<file path="src/rtl/ilha_pkg.sv">
// Shared types, constants and tag helpers of the implicit-list heap allocator.
`default_nettype none
package ilha_pkg;

   localparam int ADDR_W = 17;
   localparam int TAG_W  = 15;

   localparam logic [ADDR_W-1:0] FIRST_BP   = 17'd8;
   localparam logic [ADDR_W-1:0] LIVE_START = 17'd16;
   localparam logic [ADDR_W-1:0] MIN_BLOCK  = 17'd16;

   localparam logic [1:0] STAT_DONE = 2'd0;
   localparam logic [1:0] STAT_OOM  = 2'd1;
   localparam logic [1:0] STAT_NULL = 2'd2;

   localparam logic REQ_ALLOC = 1'b0;
   localparam logic REQ_FREE  = 1'b1;

   localparam logic CSR_CHUNK  = 1'b0;
   localparam logic CSR_POLICY = 1'b1;

   localparam logic POLICY_FIRST = 1'b0;
   localparam logic POLICY_NEXT  = 1'b1;

   localparam logic [16:0] CHUNK_RESET  = 17'd4096;
   localparam logic        POLICY_RESET = POLICY_NEXT;

   typedef struct packed {
      logic [16:0] chunk_bytes;
      logic        fit_policy;
   } cfg_type;

   typedef struct packed {
      logic              we;
      logic [ADDR_W-1:0] addr;
      logic [TAG_W-1:0]  data;
   } tag_req_type;

   function automatic logic [ADDR_W-1:0] tag_size(input logic [TAG_W-1:0] tag);
      return {tag[TAG_W-1:1], 3'b000};
   endfunction

   function automatic logic [TAG_W-1:0] make_tag(input logic [ADDR_W-1:0] size,
                                                 input logic alloc);
      return {size[ADDR_W-1:3], alloc};
   endfunction

endpackage
`default_nettype wire

</file>
<file path="src/rtl/ilha_seq.sv">
// Request sequencer: layout, fit search, growth, split, free check and coalescing.
`default_nettype none
module ilha_seq #(
   parameter int HEAP_BYTES = 65536
) (
   input  wire logic                 clock,
   input  wire logic                 reset,
   input  wire logic                 start,
   input  wire logic                 req_type,
   input  wire logic [15:0]          req_size,
   input  wire logic [15:0]          req_block_addr,
   input  wire ilha_pkg::cfg_type    cfg,
   output logic                      busy,
   output logic                      rsp_strobe,
   output logic [1:0]                rsp_status,
   output logic [15:0]               rsp_result_addr,
   output ilha_pkg::tag_req_type     tag_req,
   input  wire logic [14:0]          tag_rdata
);
   import ilha_pkg::*;

   typedef enum logic [23:0] {
      S_IDLE     = 24'd1 << 0,
      S_LAY0     = 24'd1 << 1,
      S_LAY1     = 24'd1 << 2,
      S_LAY2     = 24'd1 << 3,
      S_LAY3     = 24'd1 << 4,
      S_GROW_CHK = 24'd1 << 5,
      S_GROW_WH  = 24'd1 << 6,
      S_GROW_WF  = 24'd1 << 7,
      S_GROW_WE  = 24'd1 << 8,
      S_MRG_RDP  = 24'd1 << 9,
      S_MRG_RDN  = 24'd1 << 10,
      S_MRG_DEC  = 24'd1 << 11,
      S_MRG_WH   = 24'd1 << 12,
      S_MRG_WF   = 24'd1 << 13,
      S_SRCH_RD  = 24'd1 << 14,
      S_SRCH_CHK = 24'd1 << 15,
      S_LIVE_RD  = 24'd1 << 16,
      S_LIVE_CHK = 24'd1 << 17,
      S_FREE_WH  = 24'd1 << 18,
      S_FREE_WF  = 24'd1 << 19,
      S_PLC_W0   = 24'd1 << 20,
      S_PLC_W1   = 24'd1 << 21,
      S_PLC_W2   = 24'd1 << 22,
      S_PLC_W3   = 24'd1 << 23
   } state_type;

   state_type         state_ff, state_in;
   logic              type_ff, type_in;
   logic              zero_ff, zero_in;
   logic [15:0]       addr_ff, addr_in;
   logic [ADDR_W-1:0] asize_ff, asize_in;
   logic [ADDR_W-1:0] bp_ff, bp_in;
   logic [ADDR_W-1:0] size_ff, size_in;
   logic [ADDR_W-1:0] old_ff, old_in;
   logic [ADDR_W-1:0] heap_end_ff, heap_end_in;
   logic [ADDR_W-1:0] rover_ff, rover_in;
   logic              pass2_ff, pass2_in;
   logic              layout_ff, layout_in;
   logic              ready_ff, ready_in;
   logic [TAG_W-1:0]  prev_ff, prev_in;
   logic              strobe_ff, strobe_in;
   logic [1:0]        status_ff, status_in;
   logic [15:0]       result_ff, result_in;

   logic              fin, disp, disp_free, disp_zero, mdone, srch_end;
   logic [1:0]        fin_status;
   logic [15:0]       fin_addr;
   logic [16:0]       gbytes;
   logic [15:0]       gwords;
   logic [17:0]       gsize;
   logic [18:0]       gsum;
   logic [ADDR_W-1:0] tsz, psz, rem, pl_sz, mbp, msz;
   logic [17:0]       rov_lim;
   logic              tal, split;

   assign tsz   = tag_size(tag_rdata);
   assign tal   = tag_rdata[0];
   assign psz   = tag_size(prev_ff);
   assign rem   = 17'(size_ff - asize_ff);
   assign split = rem >= MIN_BLOCK;
   assign pl_sz = split ? asize_ff : size_ff;

   assign gbytes  = layout_ff ? cfg.chunk_bytes :
                    ((asize_ff > cfg.chunk_bytes) ? asize_ff : cfg.chunk_bytes);
   assign gwords  = {1'b0, gbytes[16:2]} + {15'b0, gbytes[2]};
   assign gsize   = {gwords, 2'b00};
   assign gsum    = {2'b00, heap_end_ff} + {1'b0, gsize};
   assign rov_lim = {1'b0, bp_ff} + {1'b0, size_ff};

   always_comb begin
      mbp = bp_ff;
      msz = size_ff;
      if (!tal) begin
         msz = 17'(msz + tsz);
      end
      if (!prev_ff[0]) begin
         msz = 17'(msz + psz);
         mbp = 17'(bp_ff - psz);
      end
   end

   always_comb begin
      state_in    = state_ff;
      type_in     = type_ff;
      zero_in     = zero_ff;
      addr_in     = addr_ff;
      asize_in    = asize_ff;
      bp_in       = bp_ff;
      size_in     = size_ff;
      old_in      = old_ff;
      heap_end_in = heap_end_ff;
      rover_in    = rover_ff;
      pass2_in    = pass2_ff;
      layout_in   = layout_ff;
      ready_in    = ready_ff;
      prev_in     = prev_ff;
      status_in   = status_ff;
      result_in   = result_ff;
      strobe_in   = 1'b0;
      fin         = 1'b0;
      fin_status  = STAT_DONE;
      fin_addr    = 16'd0;
      disp        = 1'b0;
      disp_free   = (type_ff == REQ_FREE);
      disp_zero   = zero_ff;
      mdone       = 1'b0;
      srch_end    = 1'b0;
      tag_req     = '{we: 1'b0, addr: 17'(bp_ff - 17'd4), data: '0};

      unique case (state_ff)
         S_IDLE: begin
            if (start) begin
               type_in  = req_type;
               zero_in  = (req_size == 16'd0);
               addr_in  = req_block_addr;
               asize_in = (req_size <= 16'd8) ? MIN_BLOCK :
                          (({1'b0, req_size} + 17'd15) & ~17'd7);
               if (req_type == REQ_FREE && req_block_addr == 16'd0) begin
                  fin        = 1'b1;
                  fin_status = STAT_NULL;
               end else if (!ready_ff) begin
                  layout_in = 1'b1;
                  state_in  = S_LAY0;
               end else begin
                  disp      = 1'b1;
                  disp_free = (req_type == REQ_FREE);
                  disp_zero = (req_size == 16'd0);
               end
            end
         end
         S_LAY0: begin
            tag_req  = '{we: 1'b1, addr: 17'd0, data: make_tag(17'd0, 1'b0)};
            state_in = S_LAY1;
         end
         S_LAY1: begin
            tag_req  = '{we: 1'b1, addr: 17'd4, data: make_tag(17'd8, 1'b1)};
            state_in = S_LAY2;
         end
         S_LAY2: begin
            tag_req  = '{we: 1'b1, addr: 17'd8, data: make_tag(17'd8, 1'b1)};
            state_in = S_LAY3;
         end
         S_LAY3: begin
            tag_req     = '{we: 1'b1, addr: 17'd12, data: make_tag(17'd0, 1'b1)};
            heap_end_in = 17'd16;
            rover_in    = FIRST_BP;
            ready_in    = 1'b1;
            state_in    = S_GROW_CHK;
         end
         S_GROW_CHK: begin
            if (gsize == 18'd0 || gsum > 19'(HEAP_BYTES)) begin
               if (layout_ff) begin
                  layout_in = 1'b0;
                  disp      = 1'b1;
               end else begin
                  fin        = 1'b1;
                  fin_status = STAT_OOM;
               end
            end else begin
               bp_in    = heap_end_ff;
               size_in  = gsize[16:0];
               state_in = S_GROW_WH;
            end
         end
         S_GROW_WH: begin
            tag_req  = '{we: 1'b1, addr: 17'(bp_ff - 17'd4), data: make_tag(size_ff, 1'b0)};
            state_in = S_GROW_WF;
         end
         S_GROW_WF: begin
            tag_req  = '{we: 1'b1, addr: 17'(bp_ff + size_ff - 17'd8),
                         data: make_tag(size_ff, 1'b0)};
            state_in = S_GROW_WE;
         end
         S_GROW_WE: begin
            tag_req     = '{we: 1'b1, addr: 17'(bp_ff + size_ff - 17'd4),
                            data: make_tag(17'd0, 1'b1)};
            heap_end_in = 17'(heap_end_ff + size_ff);
            state_in    = S_MRG_RDP;
         end
         S_MRG_RDP: begin
            tag_req  = '{we: 1'b0, addr: 17'(bp_ff - 17'd8), data: '0};
            state_in = S_MRG_RDN;
         end
         S_MRG_RDN: begin
            tag_req  = '{we: 1'b0, addr: 17'(bp_ff + size_ff - 17'd4), data: '0};
            prev_in  = tag_rdata;
            state_in = S_MRG_DEC;
         end
         S_MRG_DEC: begin
            if (prev_ff[0] && tal) begin
               mdone = 1'b1;
            end else begin
               bp_in    = mbp;
               size_in  = msz;
               state_in = S_MRG_WH;
            end
         end
         S_MRG_WH: begin
            tag_req = '{we: 1'b1, addr: 17'(bp_ff - 17'd4), data: make_tag(size_ff, 1'b0)};
            if (rover_ff > bp_ff && {1'b0, rover_ff} < rov_lim) begin
               rover_in = bp_ff;
            end
            state_in = S_MRG_WF;
         end
         S_MRG_WF: begin
            tag_req = '{we: 1'b1, addr: 17'(bp_ff + size_ff - 17'd8),
                        data: make_tag(size_ff, 1'b0)};
            mdone   = 1'b1;
         end
         S_SRCH_RD: begin
            if (bp_ff < heap_end_ff && (!pass2_ff || bp_ff < old_ff)) begin
               tag_req  = '{we: 1'b0, addr: 17'(bp_ff - 17'd4), data: '0};
               state_in = S_SRCH_CHK;
            end else begin
               srch_end = 1'b1;
            end
         end
         S_SRCH_CHK: begin
            if (tsz == 17'd0) begin
               srch_end = 1'b1;
            end else if (!tal && tsz >= asize_ff) begin
               if (cfg.fit_policy == POLICY_NEXT) begin
                  rover_in = bp_ff;
               end
               size_in  = tsz;
               state_in = S_PLC_W0;
            end else begin
               bp_in    = 17'(bp_ff + tsz);
               state_in = S_SRCH_RD;
            end
         end
         S_LIVE_RD: begin
            if (bp_ff < heap_end_ff) begin
               tag_req  = '{we: 1'b0, addr: 17'(bp_ff - 17'd4), data: '0};
               state_in = S_LIVE_CHK;
            end else begin
               fin        = 1'b1;
               fin_status = STAT_NULL;
            end
         end
         S_LIVE_CHK: begin
            if (tsz == 17'd0 || bp_ff > {1'b0, addr_ff} ||
                (bp_ff == {1'b0, addr_ff} && !tal)) begin
               fin        = 1'b1;
               fin_status = STAT_NULL;
            end else if (bp_ff == {1'b0, addr_ff}) begin
               size_in  = tsz;
               state_in = S_FREE_WH;
            end else begin
               bp_in    = 17'(bp_ff + tsz);
               state_in = S_LIVE_RD;
            end
         end
         S_FREE_WH: begin
            tag_req  = '{we: 1'b1, addr: 17'(bp_ff - 17'd4), data: make_tag(size_ff, 1'b0)};
            state_in = S_FREE_WF;
         end
         S_FREE_WF: begin
            tag_req  = '{we: 1'b1, addr: 17'(bp_ff + size_ff - 17'd8),
                         data: make_tag(size_ff, 1'b0)};
            state_in = S_MRG_RDP;
         end
         S_PLC_W0: begin
            tag_req  = '{we: 1'b1, addr: 17'(bp_ff - 17'd4), data: make_tag(pl_sz, 1'b1)};
            state_in = S_PLC_W1;
         end
         S_PLC_W1: begin
            tag_req = '{we: 1'b1, addr: 17'(bp_ff + pl_sz - 17'd8),
                        data: make_tag(pl_sz, 1'b1)};
            if (split) begin
               state_in = S_PLC_W2;
            end else begin
               fin      = 1'b1;
               fin_addr = bp_ff[15:0];
            end
         end
         S_PLC_W2: begin
            tag_req  = '{we: 1'b1, addr: 17'(bp_ff + asize_ff - 17'd4),
                         data: make_tag(rem, 1'b0)};
            state_in = S_PLC_W3;
         end
         S_PLC_W3: begin
            tag_req  = '{we: 1'b1, addr: 17'(bp_ff + size_ff - 17'd8),
                         data: make_tag(rem, 1'b0)};
            fin      = 1'b1;
            fin_addr = bp_ff[15:0];
         end
         default: begin
            state_in = S_IDLE;
         end
      endcase

      if (srch_end) begin
         if (cfg.fit_policy == POLICY_NEXT && !pass2_ff) begin
            pass2_in = 1'b1;
            bp_in    = FIRST_BP;
            state_in = S_SRCH_RD;
         end else begin
            if (cfg.fit_policy == POLICY_NEXT) begin
               rover_in = bp_ff;
            end
            state_in = S_GROW_CHK;
         end
      end

      if (mdone) begin
         if (layout_ff) begin
            layout_in = 1'b0;
            disp      = 1'b1;
         end else if (type_ff == REQ_FREE) begin
            fin = 1'b1;
         end else begin
            state_in = S_PLC_W0;
         end
      end

      if (disp) begin
         if (!disp_free && disp_zero) begin
            fin        = 1'b1;
            fin_status = STAT_NULL;
         end else if (disp_free) begin
            bp_in    = LIVE_START;
            state_in = S_LIVE_RD;
         end else begin
            bp_in    = (cfg.fit_policy == POLICY_NEXT) ? rover_ff : FIRST_BP;
            old_in   = rover_ff;
            pass2_in = 1'b0;
            state_in = S_SRCH_RD;
         end
      end

      if (fin) begin
         strobe_in = 1'b1;
         status_in = fin_status;
         result_in = fin_addr;
         state_in  = S_IDLE;
      end
   end

   always_ff @(posedge clock) begin
      if (reset) begin
         state_ff    <= S_IDLE;
         heap_end_ff <= '0;
         rover_ff    <= '0;
         ready_ff    <= 1'b0;
         layout_ff   <= 1'b0;
         pass2_ff    <= 1'b0;
         strobe_ff   <= 1'b0;
      end else begin
         state_ff    <= state_in;
         heap_end_ff <= heap_end_in;
         rover_ff    <= rover_in;
         ready_ff    <= ready_in;
         layout_ff   <= layout_in;
         pass2_ff    <= pass2_in;
         strobe_ff   <= strobe_in;
      end
   end

   always_ff @(posedge clock) begin
      type_ff   <= type_in;
      zero_ff   <= zero_in;
      addr_ff   <= addr_in;
      asize_ff  <= asize_in;
      bp_ff     <= bp_in;
      size_ff   <= size_in;
      old_ff    <= old_in;
      prev_ff   <= prev_in;
      status_ff <= status_in;
      result_ff <= result_in;
   end

   assign busy            = (state_ff != S_IDLE);
   assign rsp_strobe      = strobe_ff;
   assign rsp_status      = status_ff;
   assign rsp_result_addr = result_ff;
endmodule
`default_nettype wire

</file>
<file path="config.mk">
export PLATFORM = sky130hd
export DESIGN_NAME = ilha_seq
export DESIGN_NICKNAME = d
export VERILOG_FILES = /design/src/rtl/ilha_pkg.sv /design/src/rtl/ilha_seq.sv
export SDC_FILE = /design/constraint.sdc
export NUM_CORES = 1
export LEC_CHECK = 0
export BUFFER_PORTS_ARGS = -buffer_cell sky130_fd_sc_hd__buf_2
export CORE_UTILIZATION = 46
export CTS_BUF_LIST = sky130_fd_sc_hd__clkbuf_16
export DETAILED_ROUTE_END_ITERATION = 16
export PLACE_DENSITY = 0.66
export SYNTH_ARGS = -nofsm -noshare
export SYNTH_HDL_FRONTEND = slang
export SYNTH_SLANG_ARGS = --single-unit
</file>
<file path="constraint.sdc">
create_clock -name clock -period 6.6 [get_ports clock]
set_input_delay 0.33 -clock clock [delete_from_list [all_inputs] [get_ports clock]]
set_output_delay 0.33 -clock clock [all_outputs]
set_load 0.05 [all_outputs]
</file>
Word-level counts from Yosys, hierarchy flattened:

Cells that the tools add are included.

* bits in registers: 181
* word-level logic and storage cells: 225

* muxes and demuxes: 115
* $lt $le $gt $ge: 10
* equality and inequality tests: 32
* bitwise operators: 2
* $add $sub $neg: 19
* reductions and logical operators: 29

Operators with widths (count)
* $mux 17: 32
* $pmux 24 s22: 1
* $pmux 33 s13: 1
* $mux 24: 16
* $pmux 17 s4: 2
* $add 17x17->17: 7
* $pmux 17 s3: 1
* $sub 17x3->17 const B: 3
* $sub 17x4->17 const B: 3
* $mux 1: 44
* $gt 17x17->1: 2
* $lt 17x17->1: 2
* $pmux 17 s2: 1
* $sub 17x17->17: 2
* $logic_not 16->1: 2
* $pmux 16 s2: 1
* $eq 24x1->1 const B: 1
* $eq 24x10->1 const B: 1
* $eq 24x11->1 const B: 1
* $eq 24x12->1 const B: 1
* $eq 24x13->1 const B: 1
* $eq 24x14->1 const B: 1
* $eq 24x15->1 const B: 1
* $eq 24x16->1 const B: 1
* other kinds (50): 79

Logic depth before layout (Yosys ltp):

* depth in word-level cells: 15
* mapped depth: 33

Worst setup path before layout:

No wires, ideal clock.

* kind: register to output
* start: register size_ff[3]
* end: output port tag_req[31] (netlist name)
* arrival: 7215 ps
* path buffers: 1
* cell stages (with the launch flop): 32
* setup slack: -945 ps
* cell sequence: edfxtp_1 > inv_1 > ha_1 > inv_1 > fa_1 > a21o_1 > a21oi_1 > a21oi_1 > o41ai_1 > o21ai_0 > a31o_2 > a31oi_1 > nand2_1 > nor4_2 > clkbuf_1 > a21oi_1 > ha_1 > inv_1 > ha_1 > fa_1 > a21oi_1 > o21bai_1 > a21o_1 > a21oi_1 > o21bai_1 > a21oi_1 > o21ai_0 > a21o_1 > a21oi_1 > xnor2_1 > xnor2_1 > o21ai_0

RTL lines
* start, declared: RTL line ilha_seq.sv:55 `logic [ADDR_W-1:0] size_ff, size_in;`
* start signal, assigned: RTL line ilha_seq.sv:388 `size_ff <= size_in;`
* end, declared: RTL line ilha_seq.sv:17 `output ilha_pkg::tag_req_type tag_req,`

==> results by group <==
STA
  • Setup violators final: 3
  • Fmax: 0.1469 GHz
  • RSZ-0062 raised after global routing: yes
  • Max-slew violation count: 0
  • Least-Margin Pin Slew: 1.274 ns
  • Hold WS: 0.04174 ns
  • Min Tclk post-route: 6.805 ns
  • Final hold violation count: 0
  • Period utilisation layout: 1.031
  • Worst slew margin: 0.1420
  • Final worst slack: -0.2054 ns
  • Fin Clk Skew: 0.01615 ns
  • TNS Setup: -0.4237 ns

Final layout
  • Antenna diodes: 0
  • Nets: 2738
  • Fin util: 0.5369
  • Filler cells: 3660
  • Area Growth Syn to Fin: 14.51%
  • Design Area, Final: 20850 sq um
  • Layout cells sized above 1: 0.1454
  • Final non-filler cell total: 2918

Yosys
  • Post-synth EDFFs: 96
  • Synthesized Nets: 2558
  • Synth cell types: 95
  • YS warnings: 0
  • Syn avg cell area: 8.249 sq um
  • Synthesized area: 18210 sq um
  • Seq/Total Area, Yosys: 0.2419
  • Flops & latches, synth: 172
  • Top_reg_cell synth: edfxtp_1
  • Asr flop ratio synth: 0
  • Synthesized instance count: 2207

Outcome
  • Status: finished with violations
  • Failing checks: negative setup slack

Floorplan
  • Area of the die: 40380 sq um
  • Area of the core: 38830 sq um
  • Die H: 200.9 microns
  • Initial Utilization: 0.4689
  • I/O pins: 122
  • Site row count: 72
  • Die width: 200.9 microns

Clock network
  • Clk sinks: 172
  • Worst-Skew Late Latency: 0.48 ns
  • Root buffer cell: clkbuf_16
  • Clock buffer depth: 2
  • TritonCTS buffer count: 17
  • Clock slew at reported path FFs: 0.07 ns
  • TritonCTS clock tree: built
  • H-tree depth: 4

Critical path
  • Largest driver fanout on the critical path: 8
  • Worst path max stage delay: 0.50 ns
  • Req. time, crit path: 6.27 ns
  • CP dominant cell by count: a21oi_2
  • CP arrival: 6.48 ns
  • Reg-to-reg setup timing slack: 0.34 ns
  • CP Capture Type: output port
  • Worst setup path class: reg -> out
  • Startpoint Class: register
  • Slowest-stage cell, CP: or4b_4

Placement
  • RePlAce Congestion: 1.016
  • Dpl hpwl: 55670 microns
  • Place WS: -0.06427 ns
  • # port buffers: 121
  • Placed cells: 2875
  • DP Area: 19930 sq um

Global routing
  • GRT overflow: 0
  • First-pass GRT wire length: 104700 microns
  • Vias in the first global route: 17400
  • Largest net degree at the start of global routing: 40
  • Initial antenna violation count: 1
  • GRT Util Overall: 0.3437

Detailed routing
  • DR iter-0 viols: 1715
  • DRC errors left: 0
  • Drt wl/cell: 23.98 microns
  • WL final: 69980 microns
  • Drt via density: 6.176
  • Final ANT Viol Nets: 0
  • Routed vias: 18020
  • DR pass1 iterations: 7

Pwr
  • Max rail drop VDD: 0.1717 mV
  • PwrDens: 170.4 nW/um^2
  • Static Leakage: 9.307 nW
  • Tot Pwr: 3.553 mW

Run
  • Maxcap violations: 0

Worst hold path
  • HP Class: in -> reg
## state kept, by name, indices dropped and copies added (netlist names), 15 cells and up
register,count
rsp_result_addr,16
state_ff,24
rover_ff,17
bp_ff,17
old_ff,17
prev_ff,15
addr_ff,16
## critical path, delay by kind of cell, from the launching register on
family / cells / cell delay (ns)
AO/OA/AOI/OAI: 14 / 2.20
AND/OR/NAND/NOR: 8 / 1.29
adder cells (fa/ha/maj): 4 / 0.98
buffers and inverters: 7 / 0.85
flip-flops: 1 / 0.38
XOR/XNOR: 2 / 0.32
## per-layer routing
metal  share of wire  track usage
met1            0.41       0.4364
met2            0.45       0.5460
met3           0.073      0.05000
met4           0.067       0.2200
met5               0            0
## kinds of logic after synthesis
family	after synthesis	synth area share
AND/OR/NAND/NOR	683	0.1905
AO/OA/AOI/OAI	629	0.2258
adder cells (fa/ha/maj)	282	0.1979
buffers and inverters	262	0.05580
flip-flops	172	0.2419
XOR/XNOR	157	0.07553
multiplexers	22	0.01251
## report_power, final
group	switching [mW]	internal [mW]
Sequential	0.0452	1.16
Combinational	0.821	0.536
Clock	0.470	0.519
Total	1.34	2.22
## cells in the final DEF, fill, tap and decap left out, types with 67 or more instances in the layout
| cell type | netlist | routed |
|---|---|---|
| ha_1 | 272 | 266 |
| inv_1 | 206 | 201 |
| nor2_1 | 177 | 174 |
| nand2_1 | 167 | 166 |
| a21oi_1 | 163 | 142 |
| o21ai_0 | 148 | 141 |
| buf_2 | 5 | 116 |
| xnor2_1 | 99 | 98 |
| edfxtp_1 | 96 | 96 |
| buf_4 | 3 | 92 |
| dfxtp_1 | 76 | 76 |
| a21o_1 | 67 | 67 |
## worst paths after layout
check	start	endpoint	depth (start not counted)
hold / removal	req_block_addr[1]	addr_ff[1]$_DFFE_PP_	1
hold reg to reg	ready_ff$_SDFFE_PP0P_	ready_ff$_SDFFE_PP0P_	2
setup reg to reg	asize_ff[10]$_SDFFCE_PP0P_	bp_ff[9]$_DFF_P_	28
setup / recovery	size_ff[3]$_DFFE_PP_	tag_req[30]	35
## cells in the mapped netlist, types with 7 or more instances
cell type    n  area, sq um
a221oi_1     9        78.83
nor3_1      57        285.3
inv_1      206        773.2
o221ai_1    10        87.58
and3_1      16        100.1
nand3b_1     8        60.06
or4_1        7        52.55
a21o_1      67        503.0
a222oi_1    12        120.1
a211oi_1    17        127.6
nand2b_1    25        156.4
a22o_1      29        254.0
nand2_1    167        626.9
nor2_2       7        43.79
a22oi_1     32        240.2
fa_1        10        200.2
nand4_1     22        137.6
clkbuf_1    44        165.2
a221o_1      9        90.09
mux2i_1     16        160.2
o311ai_0     7        61.31
xnor2_1     99        867.1
ha_1       272         3403
dfxtp_1     76         1521
nand3_1     54        270.3
or3_1       18        112.6
edfxtp_1    96         2883
nor2_1     177        664.4
nor4_1      20        125.1
nor3b_1     13        97.59
nor2b_1     29        181.4
a31oi_1      8        50.05
o21ai_0    148        740.7
o211ai_1    12        90.09
a21oi_1    163        815.8
and2_1      14        87.58
o21a_1      28        210.2
o21bai_1    18        135.1
xor2_1      58        508.0
## cell type report
type | count | area (sq um) | area share
sequential | 172 | 4404 | 0.2113
tap | 518 | 648.1 | 0.03109
timing repair buffer | 216 | 1374 | 0.06590
multi-input combinational | 1773 | 13090 | 0.6281
clock inverter | 15 | 125.1 | 0.006002
clock buffer | 17 | 425.4 | 0.02041
inverter | 207 | 777.0 | 0.03727
## timing repair
| action | CTS | global route |
|---|---|---|
| setup endpoints to repair | 5 | 51 |
| buffers inserted | 6 | 5 |
| hold buffers | 0 | 0 |
| pin swaps | 10 | 29 |
| gates resized for setup | 36 | 42 |
No activity file was read; power rests on OpenSTA's default activity.
